--- config.mk ---
export PLATFORM = sky130hd
export DESIGN_NAME = sscko_fifo
export DESIGN_NICKNAME = d
export VERILOG_FILES = /design/src/rtl/sscko_pkg.sv /design/src/rtl/sscko_fifo.sv
export SDC_FILE = /design/constraint.sdc
export NUM_CORES = 1
export LEC_CHECK = 0
export BUFFER_PORTS_ARGS = -buffer_cell sky130_fd_sc_hd__buf_4
export CAP_MARGIN = 20
export CORE_UTILIZATION = 55
export DETAILED_ROUTE_END_ITERATION = 7
export GPL_ROUTABILITY_DRIVEN = 0
export PLACE_DENSITY = 0.75
export RECOVER_POWER = 50
export SLEW_MARGIN = 20
export SYNTH_ARGS = -nofsm -noshare
export SYNTH_HDL_FRONTEND = slang
export SYNTH_SLANG_ARGS = --single-unit
--- constraint.sdc ---
create_clock -name i_clk -period 3.4 [get_ports i_clk]
set_input_delay 0.68 -clock i_clk [delete_from_list [all_inputs] [get_ports i_clk]]
set_output_delay 0.68 -clock i_clk [all_outputs]
set_load 0.01 [all_outputs]
--- src/rtl/sscko_pkg.sv ---
// ----------------------------------------------------------------------------
// sscko_pkg
// Shared types, constants and helpers for the scaled sprite color key overlay.
// ----------------------------------------------------------------------------
package sscko_pkg;

    localparam int SPRITE_SIDE = 256;
    localparam int CRD_W       = $clog2(SPRITE_SIDE);
    localparam int ADDR_W      = $clog2(SPRITE_SIDE * SPRITE_SIDE);
    localparam int SPRITE_DEPTH = SPRITE_SIDE * SPRITE_SIDE;

    localparam int RGB_W      = 24;
    localparam int POS_W      = 12;
    localparam int WIN_W      = 12;
    localparam int IMG_W      = 13;
    localparam int STEP_W     = 24;
    localparam int FRAC_W     = 16;
    localparam int PROD_W     = POS_W + STEP_W;
    localparam int SRC_W      = PROD_W - FRAC_W;
    localparam int ORG_W      = 14;
    localparam int LOC_W      = 15;
    localparam int CHAN_W     = 8;
    localparam int KEY_W      = 10;

    localparam int MARGIN     = 30;
    localparam int KEY_LEVEL  = 255;
    localparam int KEY_GAP    = 100;

    localparam int CFG_IDX_W  = 3;
    localparam int CFG_DATA_W = 24;

    localparam int JOB_DEPTH  = 4;
    localparam int JPTR_W     = $clog2(JOB_DEPTH);
    localparam int OUT_DEPTH  = 4;
    localparam int OPTR_W     = $clog2(OUT_DEPTH);

    localparam logic [STEP_W-1:0] UNIT_STEP = STEP_W'(1 << FRAC_W);

    localparam logic REQ_LOAD  = 1'b0;
    localparam logic REQ_PIXEL = 1'b1;

    localparam logic [CFG_IDX_W-1:0] CFG_CORNER        = 3'd0;
    localparam logic [CFG_IDX_W-1:0] CFG_WINDOW_WIDTH  = 3'd1;
    localparam logic [CFG_IDX_W-1:0] CFG_WINDOW_HEIGHT = 3'd2;
    localparam logic [CFG_IDX_W-1:0] CFG_IMAGE_WIDTH   = 3'd3;
    localparam logic [CFG_IDX_W-1:0] CFG_IMAGE_HEIGHT  = 3'd4;
    localparam logic [CFG_IDX_W-1:0] CFG_X_STEP        = 3'd5;
    localparam logic [CFG_IDX_W-1:0] CFG_Y_STEP        = 3'd6;

    typedef struct packed {
        logic              req_type;
        logic [POS_W-1:0]  pos_x;
        logic [POS_W-1:0]  pos_y;
        logic [RGB_W-1:0]  pixel_rgb;
    } t_item;

    typedef struct packed {
        logic [RGB_W-1:0]  out_rgb;
        logic              replaced;
    } t_result;

    typedef struct packed {
        logic [1:0]        corner;
        logic [WIN_W-1:0]  window_width;
        logic [WIN_W-1:0]  window_height;
        logic [IMG_W-1:0]  image_width;
        logic [IMG_W-1:0]  image_height;
        logic [STEP_W-1:0] x_step;
        logic [STEP_W-1:0] y_step;
    } t_cfg;

    typedef struct packed {
        logic              req_type;
        logic              hit;
        logic [ADDR_W-1:0] addr;
        logic [RGB_W-1:0]  rgb;
    } t_job;

    typedef struct packed {
        logic full;
        logic empty;
    } t_qstat;

    function automatic logic is_key_chan(input logic [CHAN_W-1:0] c);
        logic [KEY_W-1:0] v;
        v = KEY_W'(c);
        return (v > KEY_W'(KEY_LEVEL - KEY_GAP)) && (v < KEY_W'(KEY_LEVEL + KEY_GAP));
    endfunction

    function automatic logic is_key(input logic [RGB_W-1:0] p);
        return is_key_chan(p[7:0]) && is_key_chan(p[15:8]) && is_key_chan(p[23:16]);
    endfunction

    function automatic logic [CRD_W-1:0] sat_crd(input logic [SRC_W-1:0] s);
        logic [CRD_W-1:0] r;
        if (s > SRC_W'(SPRITE_SIDE - 1)) begin
            r = CRD_W'(SPRITE_SIDE - 1);
        end else begin
            r = CRD_W'(s);
        end
        return r;
    endfunction

endpackage

--- src/rtl/sscko_fifo.sv ---
// ----------------------------------------------------------------------------
// sscko_fifo
// Short job queue between the front and back parts.
// ----------------------------------------------------------------------------
module sscko_fifo (
    input  logic              i_clk,
    input  logic              i_rst_n,
    input  logic              i_push,
    input  sscko_pkg::t_job   i_job,
    input  logic              i_pop,
    output sscko_pkg::t_job   o_head,
    output sscko_pkg::t_qstat o_stat
);
    import sscko_pkg::*;

    t_job              r_mem [JOB_DEPTH];
    logic [JPTR_W-1:0] r_wr;
    logic [JPTR_W-1:0] r_rd;
    logic [JPTR_W:0]   r_cnt;
    logic [JPTR_W-1:0] n_wr;
    logic [JPTR_W-1:0] n_rd;
    logic [JPTR_W:0]   n_cnt;
    logic              do_push;
    logic              do_pop;

    assign o_stat.full  = (r_cnt == (JPTR_W+1)'(JOB_DEPTH));
    assign o_stat.empty = (r_cnt == '0);
    assign o_head       = r_mem[r_rd];

    assign do_push = i_push && !o_stat.full;
    assign do_pop  = i_pop && !o_stat.empty;

    always_comb begin
        n_wr  = r_wr;
        n_rd  = r_rd;
        n_cnt = r_cnt;
        if (do_push) begin
            n_wr = (r_wr == JPTR_W'(JOB_DEPTH - 1)) ? '0 : r_wr + 1'b1;
        end
        if (do_pop) begin
            n_rd = (r_rd == JPTR_W'(JOB_DEPTH - 1)) ? '0 : r_rd + 1'b1;
        end
        if (do_push && !do_pop) begin
            n_cnt = r_cnt + 1'b1;
        end else if (do_pop && !do_push) begin
            n_cnt = r_cnt - 1'b1;
        end
    end

    always_ff @(posedge i_clk) begin
        if (!i_rst_n) begin
            r_wr  <= '0;
            r_rd  <= '0;
            r_cnt <= '0;
        end else begin
            r_wr  <= n_wr;
            r_rd  <= n_rd;
            r_cnt <= n_cnt;
        end
    end

    always_ff @(posedge i_clk) begin
        if (do_push) begin
            r_mem[r_wr] <= i_job;
        end
    end

endmodule

Yosys cells after proc, flatten, opt, wreduce, memory -nomap -nowiden
Memories as Yosys holds them, arrays and structs flattened. A register that Yosys moved wholly into a read port is not among the register bits.
Cells that the tools add are included.

cells by class
  add/subtract/negate cells = 4
  equality and inequality tests = 3
  mux-type cells = 8
  reductions and logical operators = 10

operators with widths
  operator               number
  $mux W2                4
  $mux W3                2
  $add A2 B1 Y2 const B  2
  $eq A2 B2 Y1 const B   2
  $logic_and A1 B1 Y1    4
  $logic_not A1 Y1       4
  $add A3 B1 Y3 const B  1
  $eq A3 B3 Y1 const B   1
  $logic_not A3 Y1       1
  $sub A3 B1 Y3 const B  1
  $mux W1                2
  $reduce_bool A2 Y1     1

word-level totals
  bits in registers = 7
  RAM bits = 168
  input bits = 46
  output and inout bits = 44
  word-level logic and storage cells = 29
  memories = 1

memory list
  name   depth  bits a word  rd ports  clocked after Yosys merged registers in  write ports  line              source
  r_mem  4      42           1         1                                        1            sscko_fifo.sv:16  t_job r_mem [JOB_DEPTH];

Longest topological paths before layout
  word-level depth = 7
  mapped depth = 9
  mapped depth without buffers = 8

Least setup slack after synthesis
OpenSTA, ideal clock, no wires.

  path type = in2reg
  start point = input i_push
  end point = memory r_mem[0][0] in the netlist's numbering, enable pin
  arrival = 1981 ps
  data required time = 2996 ps
  setup slack = 1015 ps
  stages = 3
  path buffers = 1
  cells stage by stage = nor2b_1 -> buf_2 -> and2_1

on the way
  word-level cells in the longest chain between the ends = 3

ends and longest elaborated chain
  item                           line              source
  from (decl)                    sscko_fifo.sv:8   input logic i_push,
  $logic_and A1 B1 Y1            sscko_fifo.sv:30  assign do_push = i_push && !o_stat.full;
  named net do_push              sscko_fifo.sv:23  logic do_push;
  $mux W1                        sscko_fifo.sv:63  if (do_push) begin
  $mux W1 (not written as such)  sscko_fifo.sv:64  r_mem[r_wr] <= i_job;
  to (decl)                      sscko_fifo.sv:16

The timed path passes the listed nets, and every way through them passes these cells.

==> summary.txt <==
Outcome
  • Status: finished, violations left
  • Failing checks: design-rule violations

STA
  • Setup TNS: 0 ns
  • Final worst-path cycle share: 80.6%
  • Worst-Margin Slew: 1.12 ns
  • Worst slew margin relative to its limit: 25.6%
  • RSZ-0062 raised after global routing: false
  • Final worst path period need: 2.74 ns
  • Setup violators final: 0
  • Fmax: 365 MHz
  • Hold Vio Cnt, Final: 0
  • Slew Limit Fails: 0
  • Clock Skew: 0.00811 ns

Detailed routing
  • Final WL: 10400 um
  • Final ANT Viol Nets: 0
  • Via count: 2944
  • Routed len/inst: 19.7 um
  • Remaining DRCs: 6
  • DRT Pass-1 Iters: 8
  • Initial DRC Count: 165
  • Vias per cell: 5.58

Final layout
  • Share of cells above drive strength 1: 31.7%
  • Commonest non-fill, non-tap cell in the layout: edfxtp_1
  • Nets: 426
  • Most frequent cells in the layout: edfxtp_1 (168), clkbuf_1 (47), buf_4 (46)
  • Fin util: 68.1%
  • Area grow syn2layout: 19.4%
  • # diodes: 0

GRT
  • GRT met3 Usage: 5.88%
  • Met1 Use GR: 22.4%
  • Grt met2 use: 30.5%
  • Gr ovfl total: 0
  • Global-route wire length before repair: 16400 um
  • Gr busiest metal: met2
  • Initial antenna violation count: 0
  • GRT Util Overall: 18.5%
  • Number of global-route vias before repair: 3088
  • Largest net degree at the start of global routing: 43

Worst setup path
  • Setup Crit Path Kind: flip-flop to output pin
  • CP arrival: 2.06 ns
  • Max FO, Critical Path: 25
  • CP startpoint kind: flip-flop
  • R2R setup slack: 0.75 ns
  • Critical path's top delay family: flip-flops
  • WP depth: 3
  • Slowest-stage cell, CP: dfxtp_4
  • Critical path required time: 2.72 ns
  • WP buf/inv: 2
  • R2R depth: 4
  • CP Cell Sequence: buf_12 -> mux4_2 -> buf_4
  • Crit path capture: o_head[26]
  • Worst setup EP type: output pin
  • Worst r2r dst: r_mem[3][3]
  • Max incr delay on CP: 0.67 ns
  • Crit Reg-Reg Startpoint: r_cnt[0]

CTS
  • CTS resizes: 0
  • CTS buffer count: 17
  • CTS root buf: clkbuf_16
  • Clock Latency Late Sink: 0.41 ns
  • Setup Fix Bufs, Post-CTS: 0
  • CTS HTree Levels: 4
  • CTS Buffer Depth: 2
  • CTS tree: yes
  • Hold buffers post-CTS: 0
  • Clk sink count: 177
  • Worst-path clk slew: 0.06 ns

Floorplanning
  • Chip height: 111 um
  • DIE WIDTH: 111 um
  • Row cnt: 39
  • # IOs: 90
  • Die area: 0.0124 mm2
  • CORE AREA: 0.0116 mm2
  • Initial core utilization: 57.0%

Placed design
  • Post-DP HPWL: 6180 um
  • Buffers added on ports: 89

Synth
  • Syn Std Cell Area: 0.00659 mm2
  • Mapped Cells: 271
  • Warnings, synthesis: 0
  • Yosys cell types: 25
  • Synthesized area per cell: 24.3 um2
  • Sequential fraction of the synthesis area: 79.2%
  • Syn nets: 324
  • Yosys reg bits: 177

Power
  • Leak: 2.58 nW
  • VDD IR max: 470 uV
  • PD cells: 780 mW/mm2

Worst hold path
  • Tightest Hold Check Type: flip-flop to flip-flop

Job
  • Max-cap violations: 0
flip-flops by register name, indices dropped and copies added, names as in the netlist, named ones only:
| signal | count |
|---|---|
| r_rd | 2 |
| r_wr | 2 |
| r_mem | 168 |
| r_cnt | 3 |
Yosys cell counts:
master      n  area (um2)
mux4_2     40         901
and2_1      5        31.3
inv_1       3        11.3
fa_1        1        20.0
ha_1        6        75.1
mux2i_1     3        30.0
buf_6       1        11.3
nor2b_1     2        12.5
edfxtp_1  168        5040
clkbuf_1    2        7.51
nor3b_2     1        12.5
nor2_1      2        7.51
nor3_1      1        5.00
buf_2       5        25.0
buf_12      4        80.1
o21ai_0     3        15.0
a21boi_0    1        7.51
mux4_1      2        52.6
dfxtp_1     9         180
nand3_1     2        10.0
xor2_1      1        8.76
o31ai_1     1        7.51
or3_1       1        6.26
nand2_1     6        22.5
xnor2_1     1        8.76
stage by stage:
stage / power [W] / setup WS [ns] / std cells / hold WS [ns] / area [um2]
6_report: 0.00614 / 0.658 / 528 / 0.513 / 7870
5_1_grt: 0.00638 / 0.499 / 528 / 0.511 / 7870
4_1_cts: 0.00625 / 0.574 / 528 / 0.438 / 8060
3_5_place_dp: 0.00422 / 0.810 / 497 / 0.512 / 7430
3_3_place_gp: 0.00420 / 0.917 / 497 / 0.500 / 7430
2_1_floorplan: 0.00369 / 1.02 / 271 / 0.468 / 6590
worst min-delay path by stage:
stage	end	slack, ns	depth (start not counted)	startpoint
floorplan	r_wr[1]	0.47	2	r_wr[1]
global placement	flip-flop	0.50	2	r_rd[0]
detailed placement	r_wr[1]	0.51	2	r_wr[1]
CTS	r_mem[0][30]	0.44	1	i_job[30]
global route	r_mem[1][36]	0.51	1	i_job[36]
finish	r_wr[1]	0.51	2	r_wr[1]
cell type report:
class	count	area, um2
Fill cell	760	3690
Clock inverter	11	188
Timing Repair Buffer	95	596
Sequential cell	177	5230
Clock buffer	20	437
Multi-Input combinational cell	79	1230
Inverter	3	11.3
Tap cell	143	179
worst register-to-register path, stage by stage (launching register included):
cell	delay (ns)
dfxtp_1	0.44
nor3b_1	0.10
nor2b_1	0.39
and2_0	0.40
clkbuf_2	0.91
report_power, final:
part / switching [W] / internal (W) / leakage, nW
clock network: 0.000726 / 0.00129 / 0.298
registers: 0.000154 / 0.00266 / 1.61
logic: 0.000577 / 0.000725 / 0.672
cell families (layout without fill, tap and decap cells):
group	count (synthesis)	count (layout)	synth area share, %
compound gates	5	5	0.455
xor+xnor	2	2	0.266
fa+ha+maj	7	7	1.44
buf+inv	15	129	2.05
flops	177	177	79.2
mux	45	45	14.9
simple gates	20	20	1.63
metal layers:
metal  up-vias  wire (um)  part of all wire (%)
li1       1342          -                     -
met3        10        587                   5.6
met5         -          0                     0
met2        78       5490                    53
met1      1514       4220                    41
met4         0        110                   1.1
No activity file was read; power rests on OpenSTA's default activity.
