File: src/rtl/sscko_pkg.sv
// ----------------------------------------------------------------------------
// sscko_pkg
// Shared types, constants and helpers for the scaled sprite color key overlay.
// ----------------------------------------------------------------------------
package sscko_pkg;

    localparam int SPRITE_SIDE = 256;
    localparam int CRD_W       = $clog2(SPRITE_SIDE);
    localparam int ADDR_W      = $clog2(SPRITE_SIDE * SPRITE_SIDE);
    localparam int SPRITE_DEPTH = SPRITE_SIDE * SPRITE_SIDE;

    localparam int RGB_W      = 24;
    localparam int POS_W      = 12;
    localparam int WIN_W      = 12;
    localparam int IMG_W      = 13;
    localparam int STEP_W     = 24;
    localparam int FRAC_W     = 16;
    localparam int PROD_W     = POS_W + STEP_W;
    localparam int SRC_W      = PROD_W - FRAC_W;
    localparam int ORG_W      = 14;
    localparam int LOC_W      = 15;
    localparam int CHAN_W     = 8;
    localparam int KEY_W      = 10;

    localparam int MARGIN     = 30;
    localparam int KEY_LEVEL  = 255;
    localparam int KEY_GAP    = 100;

    localparam int CFG_IDX_W  = 3;
    localparam int CFG_DATA_W = 24;

    localparam int JOB_DEPTH  = 4;
    localparam int JPTR_W     = $clog2(JOB_DEPTH);
    localparam int OUT_DEPTH  = 4;
    localparam int OPTR_W     = $clog2(OUT_DEPTH);

    localparam logic [STEP_W-1:0] UNIT_STEP = STEP_W'(1 << FRAC_W);

    localparam logic REQ_LOAD  = 1'b0;
    localparam logic REQ_PIXEL = 1'b1;

    localparam logic [CFG_IDX_W-1:0] CFG_CORNER        = 3'd0;
    localparam logic [CFG_IDX_W-1:0] CFG_WINDOW_WIDTH  = 3'd1;
    localparam logic [CFG_IDX_W-1:0] CFG_WINDOW_HEIGHT = 3'd2;
    localparam logic [CFG_IDX_W-1:0] CFG_IMAGE_WIDTH   = 3'd3;
    localparam logic [CFG_IDX_W-1:0] CFG_IMAGE_HEIGHT  = 3'd4;
    localparam logic [CFG_IDX_W-1:0] CFG_X_STEP        = 3'd5;
    localparam logic [CFG_IDX_W-1:0] CFG_Y_STEP        = 3'd6;

    typedef struct packed {
        logic              req_type;
        logic [POS_W-1:0]  pos_x;
        logic [POS_W-1:0]  pos_y;
        logic [RGB_W-1:0]  pixel_rgb;
    } t_item;

    typedef struct packed {
        logic [RGB_W-1:0]  out_rgb;
        logic              replaced;
    } t_result;

    typedef struct packed {
        logic [1:0]        corner;
        logic [WIN_W-1:0]  window_width;
        logic [WIN_W-1:0]  window_height;
        logic [IMG_W-1:0]  image_width;
        logic [IMG_W-1:0]  image_height;
        logic [STEP_W-1:0] x_step;
        logic [STEP_W-1:0] y_step;
    } t_cfg;

    typedef struct packed {
        logic              req_type;
        logic              hit;
        logic [ADDR_W-1:0] addr;
        logic [RGB_W-1:0]  rgb;
    } t_job;

    typedef struct packed {
        logic full;
        logic empty;
    } t_qstat;

    function automatic logic is_key_chan(input logic [CHAN_W-1:0] c);
        logic [KEY_W-1:0] v;
        v = KEY_W'(c);
        return (v > KEY_W'(KEY_LEVEL - KEY_GAP)) && (v < KEY_W'(KEY_LEVEL + KEY_GAP));
    endfunction

    function automatic logic is_key(input logic [RGB_W-1:0] p);
        return is_key_chan(p[7:0]) && is_key_chan(p[15:8]) && is_key_chan(p[23:16]);
    endfunction

    function automatic logic [CRD_W-1:0] sat_crd(input logic [SRC_W-1:0] s);
        logic [CRD_W-1:0] r;
        if (s > SRC_W'(SPRITE_SIDE - 1)) begin
            r = CRD_W'(SPRITE_SIDE - 1);
        end else begin
            r = CRD_W'(s);
        end
        return r;
    endfunction

endpackage

File: src/rtl/sscko_front.sv
// ----------------------------------------------------------------------------
// sscko_front
// Accept items, place the window, test membership and scale to sprite address.
// ----------------------------------------------------------------------------
module sscko_front (
    input  logic              i_clk,
    input  logic              i_rst_n,
    input  sscko_pkg::t_cfg   i_cfg,
    input  logic              i_push,
    output logic              o_full,
    input  sscko_pkg::t_item  i_item,
    output logic              o_job_push,
    output sscko_pkg::t_job   o_job,
    input  sscko_pkg::t_qstat i_job_stat
);
    import sscko_pkg::*;

    logic signed [ORG_W-1:0] r_org_x;
    logic signed [ORG_W-1:0] r_org_y;
    logic signed [ORG_W-1:0] n_org_x;
    logic signed [ORG_W-1:0] n_org_y;

    logic                    r_a_v;
    t_item                   r_a;

    logic                    r_b_v;
    logic                    r_b_req;
    logic                    r_b_hit;
    logic [POS_W-1:0]        r_b_lx;
    logic [POS_W-1:0]        r_b_ly;
    logic [RGB_W-1:0]        r_b_rgb;
    logic                    n_b_hit;
    logic [POS_W-1:0]        n_b_lx;
    logic [POS_W-1:0]        n_b_ly;

    logic                    r_c_v;
    logic                    r_c_req;
    logic                    r_c_hit;
    logic [SRC_W-1:0]        r_c_sx;
    logic [SRC_W-1:0]        r_c_sy;
    logic [RGB_W-1:0]        r_c_rgb;

    logic signed [LOC_W-1:0] lx;
    logic signed [LOC_W-1:0] ly;
    logic                    in_win;
    logic                    in_sprite;
    logic [STEP_W-1:0]       step_x;
    logic [STEP_W-1:0]       step_y;
    logic [PROD_W-1:0]       prod_x;
    logic [PROD_W-1:0]       prod_y;
    logic [CRD_W-1:0]        sx;
    logic [CRD_W-1:0]        sy;
    logic                    en;

    assign n_org_x = i_cfg.corner[0]
        ? ORG_W'(i_cfg.image_width) - ORG_W'(i_cfg.window_width) - ORG_W'(MARGIN)
        : ORG_W'(MARGIN);
    assign n_org_y = i_cfg.corner[1]
        ? ORG_W'(i_cfg.image_height) - ORG_W'(i_cfg.window_height) - ORG_W'(MARGIN)
        : ORG_W'(MARGIN);

    always_ff @(posedge i_clk) begin
        r_org_x <= n_org_x;
        r_org_y <= n_org_y;
    end

    assign en         = !r_c_v || !i_job_stat.full;
    assign o_full     = !en;
    assign o_job_push = r_c_v && !i_job_stat.full;

    always_comb begin
        lx = $signed({{(LOC_W-POS_W){1'b0}}, r_a.pos_x}) - LOC_W'(r_org_x);
        ly = $signed({{(LOC_W-POS_W){1'b0}}, r_a.pos_y}) - LOC_W'(r_org_y);
        in_win = !lx[LOC_W-1] && !ly[LOC_W-1]
            && ($unsigned(lx) < LOC_W'(i_cfg.window_width))
            && ($unsigned(ly) < LOC_W'(i_cfg.window_height));
        in_sprite = (r_a.pos_x < POS_W'(SPRITE_SIDE)) && (r_a.pos_y < POS_W'(SPRITE_SIDE));
        if (r_a.req_type == REQ_LOAD) begin
            n_b_hit = in_sprite;
            n_b_lx  = r_a.pos_x;
            n_b_ly  = r_a.pos_y;
        end else begin
            n_b_hit = in_win;
            n_b_lx  = POS_W'($unsigned(lx));
            n_b_ly  = POS_W'($unsigned(ly));
        end
    end

    assign step_x = (r_b_req == REQ_LOAD) ? UNIT_STEP : i_cfg.x_step;
    assign step_y = (r_b_req == REQ_LOAD) ? UNIT_STEP : i_cfg.y_step;
    assign prod_x = PROD_W'(r_b_lx) * PROD_W'(step_x);
    assign prod_y = PROD_W'(r_b_ly) * PROD_W'(step_y);

    assign sx = sat_crd(r_c_sx);
    assign sy = sat_crd(r_c_sy);

    assign o_job.req_type = r_c_req;
    assign o_job.hit      = r_c_hit;
    assign o_job.addr     = ADDR_W'(sy) * ADDR_W'(SPRITE_SIDE) + ADDR_W'(sx);
    assign o_job.rgb      = r_c_rgb;

    always_ff @(posedge i_clk) begin
        if (!i_rst_n) begin
            r_a_v <= 1'b0;
            r_b_v <= 1'b0;
            r_c_v <= 1'b0;
        end else if (en) begin
            r_a_v <= i_push;
            r_b_v <= r_a_v;
            r_c_v <= r_b_v;
        end
    end

    always_ff @(posedge i_clk) begin
        if (en) begin
            r_a     <= i_item;
            r_b_req <= r_a.req_type;
            r_b_hit <= n_b_hit;
            r_b_lx  <= n_b_lx;
            r_b_ly  <= n_b_ly;
            r_b_rgb <= r_a.pixel_rgb;
            r_c_req <= r_b_req;
            r_c_hit <= r_b_hit;
            r_c_sx  <= prod_x[PROD_W-1:FRAC_W];
            r_c_sy  <= prod_y[PROD_W-1:FRAC_W];
            r_c_rgb <= r_b_rgb;
        end
    end

endmodule

File: config.mk
export PLATFORM = sky130hd
export DESIGN_NAME = sscko_front
export DESIGN_NICKNAME = d
export VERILOG_FILES = /design/src/rtl/sscko_pkg.sv /design/src/rtl/sscko_front.sv
export SDC_FILE = /design/constraint.sdc
export NUM_CORES = 2
export LEC_CHECK = 0
export BUFFER_PORTS_ARGS = -buffer_cell sky130_fd_sc_hd__clkbuf_2
export CORE_UTILIZATION = 57
export CTS_CLUSTER_SIZE = 28
export DETAILED_ROUTE_END_ITERATION = 8
export HOLD_SLACK_MARGIN = 0.1
export PLACE_DENSITY = 0.79
export SYNTH_ARGS = -nofsm -noshare
export SYNTH_HDL_FRONTEND = slang
export SYNTH_SLANG_ARGS = --single-unit
File: constraint.sdc
create_clock -name i_clk -period 6.5 [get_ports i_clk]
set_clock_uncertainty 0.05 [all_clocks]
set_input_delay 0.65 -clock i_clk [delete_from_list [all_inputs] [get_ports i_clk]]
set_output_delay 0.65 -clock i_clk [all_outputs]
set_load 0.03 [all_outputs]
# Word-level counts from Yosys, hierarchy flattened
# Index checks and enable logic that the tools add are counted.
# W data, S select, Z words.
# word_totals
regBits	196
latch_bits	0
ramBits	0
rom_bits	0
n_memories	0
# classes
n_addsub	7
mul	2
n_div	0
n_lt_le_gt_ge	6
eq_ne	0
shifts	0
muxes	7
bitwise_logic	0
n_reduce_logical	11
# op_table
op	n
$mul A12 B24 Y36	2
$mux W24	2
$gt A20 B8 Y1 const B	2
$lt A15 B12 Y1	2
$sub A13 B14 Y15	2
$sub A13 B12 Y14	2
$sub A14 B5 Y14 const B	2
$lt A12 B9 Y1 const B	2
$mux W12	2
$add A16 B8 Y16	1
$mux W8	2
$logic_and A1 B1 Y1	5
$logic_not A1 Y1	5
$logic_or A1 B1 Y1	1
$mux W1	1

# Depth between registers and ports, before layout
# depth
depth_word	6
ltp_mapped	26

# Worst setup path after synthesis
# OpenSTA, ideal clock, no wires.
# synth_timing
path_kind	reg2reg
start	register r_b_req
end	register r_c_sx[19], data pin
setup_ns	0.260
arrival_ns	6.108
path_slack_ns	0.082
path_stages_with_launch	24
path_buffers	3
synth_period_minus_slack_ns	6.418
cell_sequence	edfxtp_1 > clkbuf_1 > clkbuf_1 > and2_1 > clkbuf_1 > nand2_1 > fa_1 > fa_1 > inv_1 > fa_1 > fa_1 > inv_1 > fa_1 > inv_1 > ha_1 > a21o_1 > a21o_1 > a2111oi_4 > a21boi_2 > o221a_4 > o41a_1 > a21o_1 > a21oi_2 > xnor2_1
# synth_between
elab_chain_cells	2
# synth_lines
item	line_no	text
from (decl)	sscko_front.sv:27	logic r_b_req;
from (signal assigned)	sscko_front.sv:117	r_b_req <= r_a.req_type;
$mux W24	sscko_front.sv:89	assign step_x = (r_b_req == REQ_LOAD) ? UNIT_STEP : i_cfg.x_step;
$mul A12 B24 Y36	sscko_front.sv:91	assign prod_x = PROD_W'(r_b_lx) * PROD_W'(step_x);
via prod_x[35]	sscko_front.sv:49	logic [PROD_W-1:0] prod_x;
to (signal assigned)	sscko_front.sv:124	r_c_sx <= prod_x[PROD_W-1:FRAC_W];
to (decl)	sscko_front.sv:39	logic [SRC_W-1:0] r_c_sx;
# The timed path passes the listed nets, and every way through them passes these cells.
# A chain may end at the register's enable or synchronous reset.

# Worst setup path after layout
# Same ends and word-level chain as after synthesis.

==> impl_metrics.py <==
metrics = {
    "layout": {
        "fillers": 3580,
        "antenna_cells": 0,
        "multi_input_area_um2": 17900,
        "drive_gt1_share_pct": 14.3,
        "final_nets": 3766,
        "final_cells": 3549,
        "fin_area_um2": 29200,
        "utilization_pct": 64.4,
        "area_growth_pct": 11.5,
        "regArea_um2": 5580,
    },
    "synth": {
        "netlist_instances": 2724,
        "netlist_area_um2": 26200,
        "yosysSeqAreaShare_pct": 21.3,
        "synth.largest_area_cell": "fa_1",
        "yosys.area.top_type_share_pct": 33.8,
        "yosys_register_bits": 196,
        "synth-main-ff-cell": "edfxtp_1",
        "synth_area_leaders": "fa_1, edfxtp_1, ha_1",
        "syn_nets": 3554,
        "async_flop_share_pct": 0,
        "synth.avg_cell_area_um2": 9.61,
        "yosysWarnings": 0,
        "yosysMostFrequentCell": "inv_1",
        "synth-edff-count": 165,
        "synthDistinctLibCells": 60,
        "synth_common_cells": "inv_1, nand2_1, fa_1, ha_1, edfxtp_1",
    },
    "grt": {
        "antenna_found_initial": 4,
        "grt_pass1_vias": 21100,
        "track_usage_pct": 27.2,
        "grt_max_degree": 70,
        "grt_pass1_wl_mm": 101,
        "grt-ovfl-total": 0,
    },
    "sta": {
        "period_share_pct": 97.2,
        "tightestPinTransition_ns": 0.846,
        "final_max_slew_viol_count": 0,
        "slew_headroom_pct": 43.6,
        "timing.fmax_ghz": 0.158,
        "setup_viol": 0,
        "layout_min_cycle_time_ns": 6.32,
        "hold_viol_final": 0,
        "setup_ws_ns": 0.181,
    },
    "worst_setup_path": {
        "cp-end-kind": "flip-flop",
        "arrival_ns": 6.49,
        "path_max_fanout": 16,
        "required_ns": 6.68,
        "path_class": "flip-flop to flip-flop",
        "crit_path_start_kind": "flip-flop",
    },
    "die": {
        "coreArea_um2": 45300,
        "start_util_pct": 57.8,
        "rows": 78,
        "die_x_um": 216,
        "die_h_um": 216,
        "pin_count": 198,
        "dieArea_um2": 46800,
    },
    "power_and_ir_drop": {
        "switching_share_pct": 47.6,
        "leakage_nw": 15.1,
        "vdd_ir_drop_max_mv": 0.558,
        "combPwrFrac_pct": 77.1,
        "p_per_area_nw_per_um2": 503,
        "seqPwrFrac_pct": 15.2,
        "p_int_mw": 7.69,
        "p_sw_mw": 6.98,
        "power.total_mw": 14.7,
        "power_frac_clock_pct": 7.7,
    },
    "detailed_routing": {
        "ant_nets": 0,
        "drc": 1,
        "drt_iter0_drc": 1412,
        "wl_per_cell_um": 17.2,
        "finalWirelength_mm": 61.0,
        "first_pass_iters": 8,
        "num_vias": 19500,
        "vias_per_cell": 5.48,
    },
    "run_status": {
        "violations": "DRC",
        "status": "finished with violations",
    },
    "placement": {
        "port_buffers": 196,
        "dp_slack_ns": -0.0496,
        "place_area_um2": 28300,
        "dp_cells": 3509,
        "place_hpwl_mm": 49.5,
        "gp_congestion": 0.946,
    },
    "hold_path": {
        "hp-class": "input pin to flip-flop",
    },
    "clock_tree": {
        "root_buffer": "clkbuf_16",
        "cts_tree": "yes",
        "clock_latency_ns": 0.47,
        "numCtsBuffers": 17,
        "clk_pin_slew_ns": 0.08,
        "clockBufferDepth": 2,
        "clock-sinks": 196,
        "cts_max_level": 4,
    },
    "run": {
        "max-cap-violations": 0,
    },
}
-- worst max-delay path, cell delays in order, from the launching register on --
cell and delay, ns:
edfxtp_1 0.42, buf_12 0.17, buf_12 0.15, buf_8 0.15, buf_6 0.14, and2_1 0.18, buf_6 0.13, buf_4 0.15
nand2_1 0.10, fa_1 0.46, fa_1 0.51, fa_1 0.51, inv_1 0.05, fa_1 0.48, ha_1 0.30, ha_1 0.35
a21o_1 0.18, a21o_1 0.22, or3_1 0.38, o221a_4 0.23, o41a_1 0.32, a21o_1 0.22, a21oi_2 0.15, xnor2_1 0.07
-- area by class of cell --
type                       instances  share of cell area [%]
timing repair buffer             316                    6.93
sequential                       196                    19.1
clock inverter                    14                   0.648
clock buffer                      18                    1.47
inverter                         603                    7.76
multi-input combinational       1802                    61.5
tap                              600                    2.57
-- placed cells by master, fill, tap and decap left out, types with 5 or more instances in the layout --
master     instances
nor4_1             8
fa_1             442
nand2_1          442
and2_2            18
and2_1            30
o21a_1             8
edfxtp_1         165
mux2_2            22
dfxtp_1           31
nor3b_1            5
clkbuf_2         196
a211oi_1           5
a21oi_1           56
and3_1           154
nor2_1            60
xor2_1            19
clkbuf_16         18
ha_1             234
nor2b_1           23
xnor2_1           47
nand4_1            6
o21ai_0           50
buf_12             6
inv_1            601
or2_2             17
a21o_1            30
a21boi_0          12
nand2b_1          11
nand3_1           25
nor3_1            21
buf_4            107
-- power by group through the flow --
stage,registers [mW],logic (mW),clock network [mW]
floorplan,2.20,8.19,0
global placement,2.26,10.5,0
detailed placement,2.27,11.0,0
CTS,2.24,11.2,1.15
global route,2.25,12.8,1.18
finish,2.23,11.3,1.13
-- kinds of logic (layout without fill, tap and decap cells) --
group                    after synthesis  after routing  synth area share [%]
AND/OR/NAND/NOR                      835            835                  15.0
buffers and inverters                726            951                  10.4
adder cells (fa/ha/maj)              676            676                  45.0
AO/OA/AOI/OAI                        203            203                  5.08
flip-flops                           196            196                  21.3
XOR/XNOR                              66             66                  2.21
multiplexers                          22             22                 0.947
-- path summary, 6_finish.rpt --
kind / startpoint / endpoint / slack (ns) / depth (start not counted)
setup / recovery: r_b_req / r_c_sx[19] / 0.18 / 23
hold / removal: i_item[1] / r_a[1] / 0.30 / 1
setup reg to reg: r_b_req / r_c_sx[19] / 0.18 / 23
hold reg to reg: r_a[3] / r_b_rgb[3] / 0.37 / 0
-- per-layer routing --
layer  global-route usage [%]  wire length [um]  up-vias
li1                         -                 -     8860
met1                     34.2             23800     9648
met2                     47.2             30400      778
met3                     4.53              4590      159
met4                     10.4              2060        8
met5                        0                55        -
-- per-stage QoR --
stage	hold WS, ns	TNS, ns
after floorplan	0.350	0
after global placement	0.350	0
after detailed placement	0.355	-0.0703
after CTS	0.266	0
after global routing	0.282	-0.000334
final	0.296	0
-- state kept, by name, summed over array words and instances, names as in the netlist --
name     count
r_b_lx      12
r_c_hit      1
r_org_y     14
r_b_req      1
r_c_rgb     24
r_b_ly      12
r_c_req      1
r_b_hit      1
r_b_v        1
r_org_x     14
r_c_sx      20
r_c_sy      20
r_c_v        1
r_a         49
r_b_rgb     24
r_a_v        1
-- timing repair --
| action | 4_1_cts | 5_1_grt |
|---|---|---|
| setup endpoints to repair | 4 | 17 |
| pin swaps | 0 | 5 |
| resized for setup | 1 | 38 |
| hold buffers | 0 | 0 |
| buffers inserted | 1 | 5 |
| gates cloned | 1 | 1 |
No activity file was read; power rests on OpenSTA's default activity.
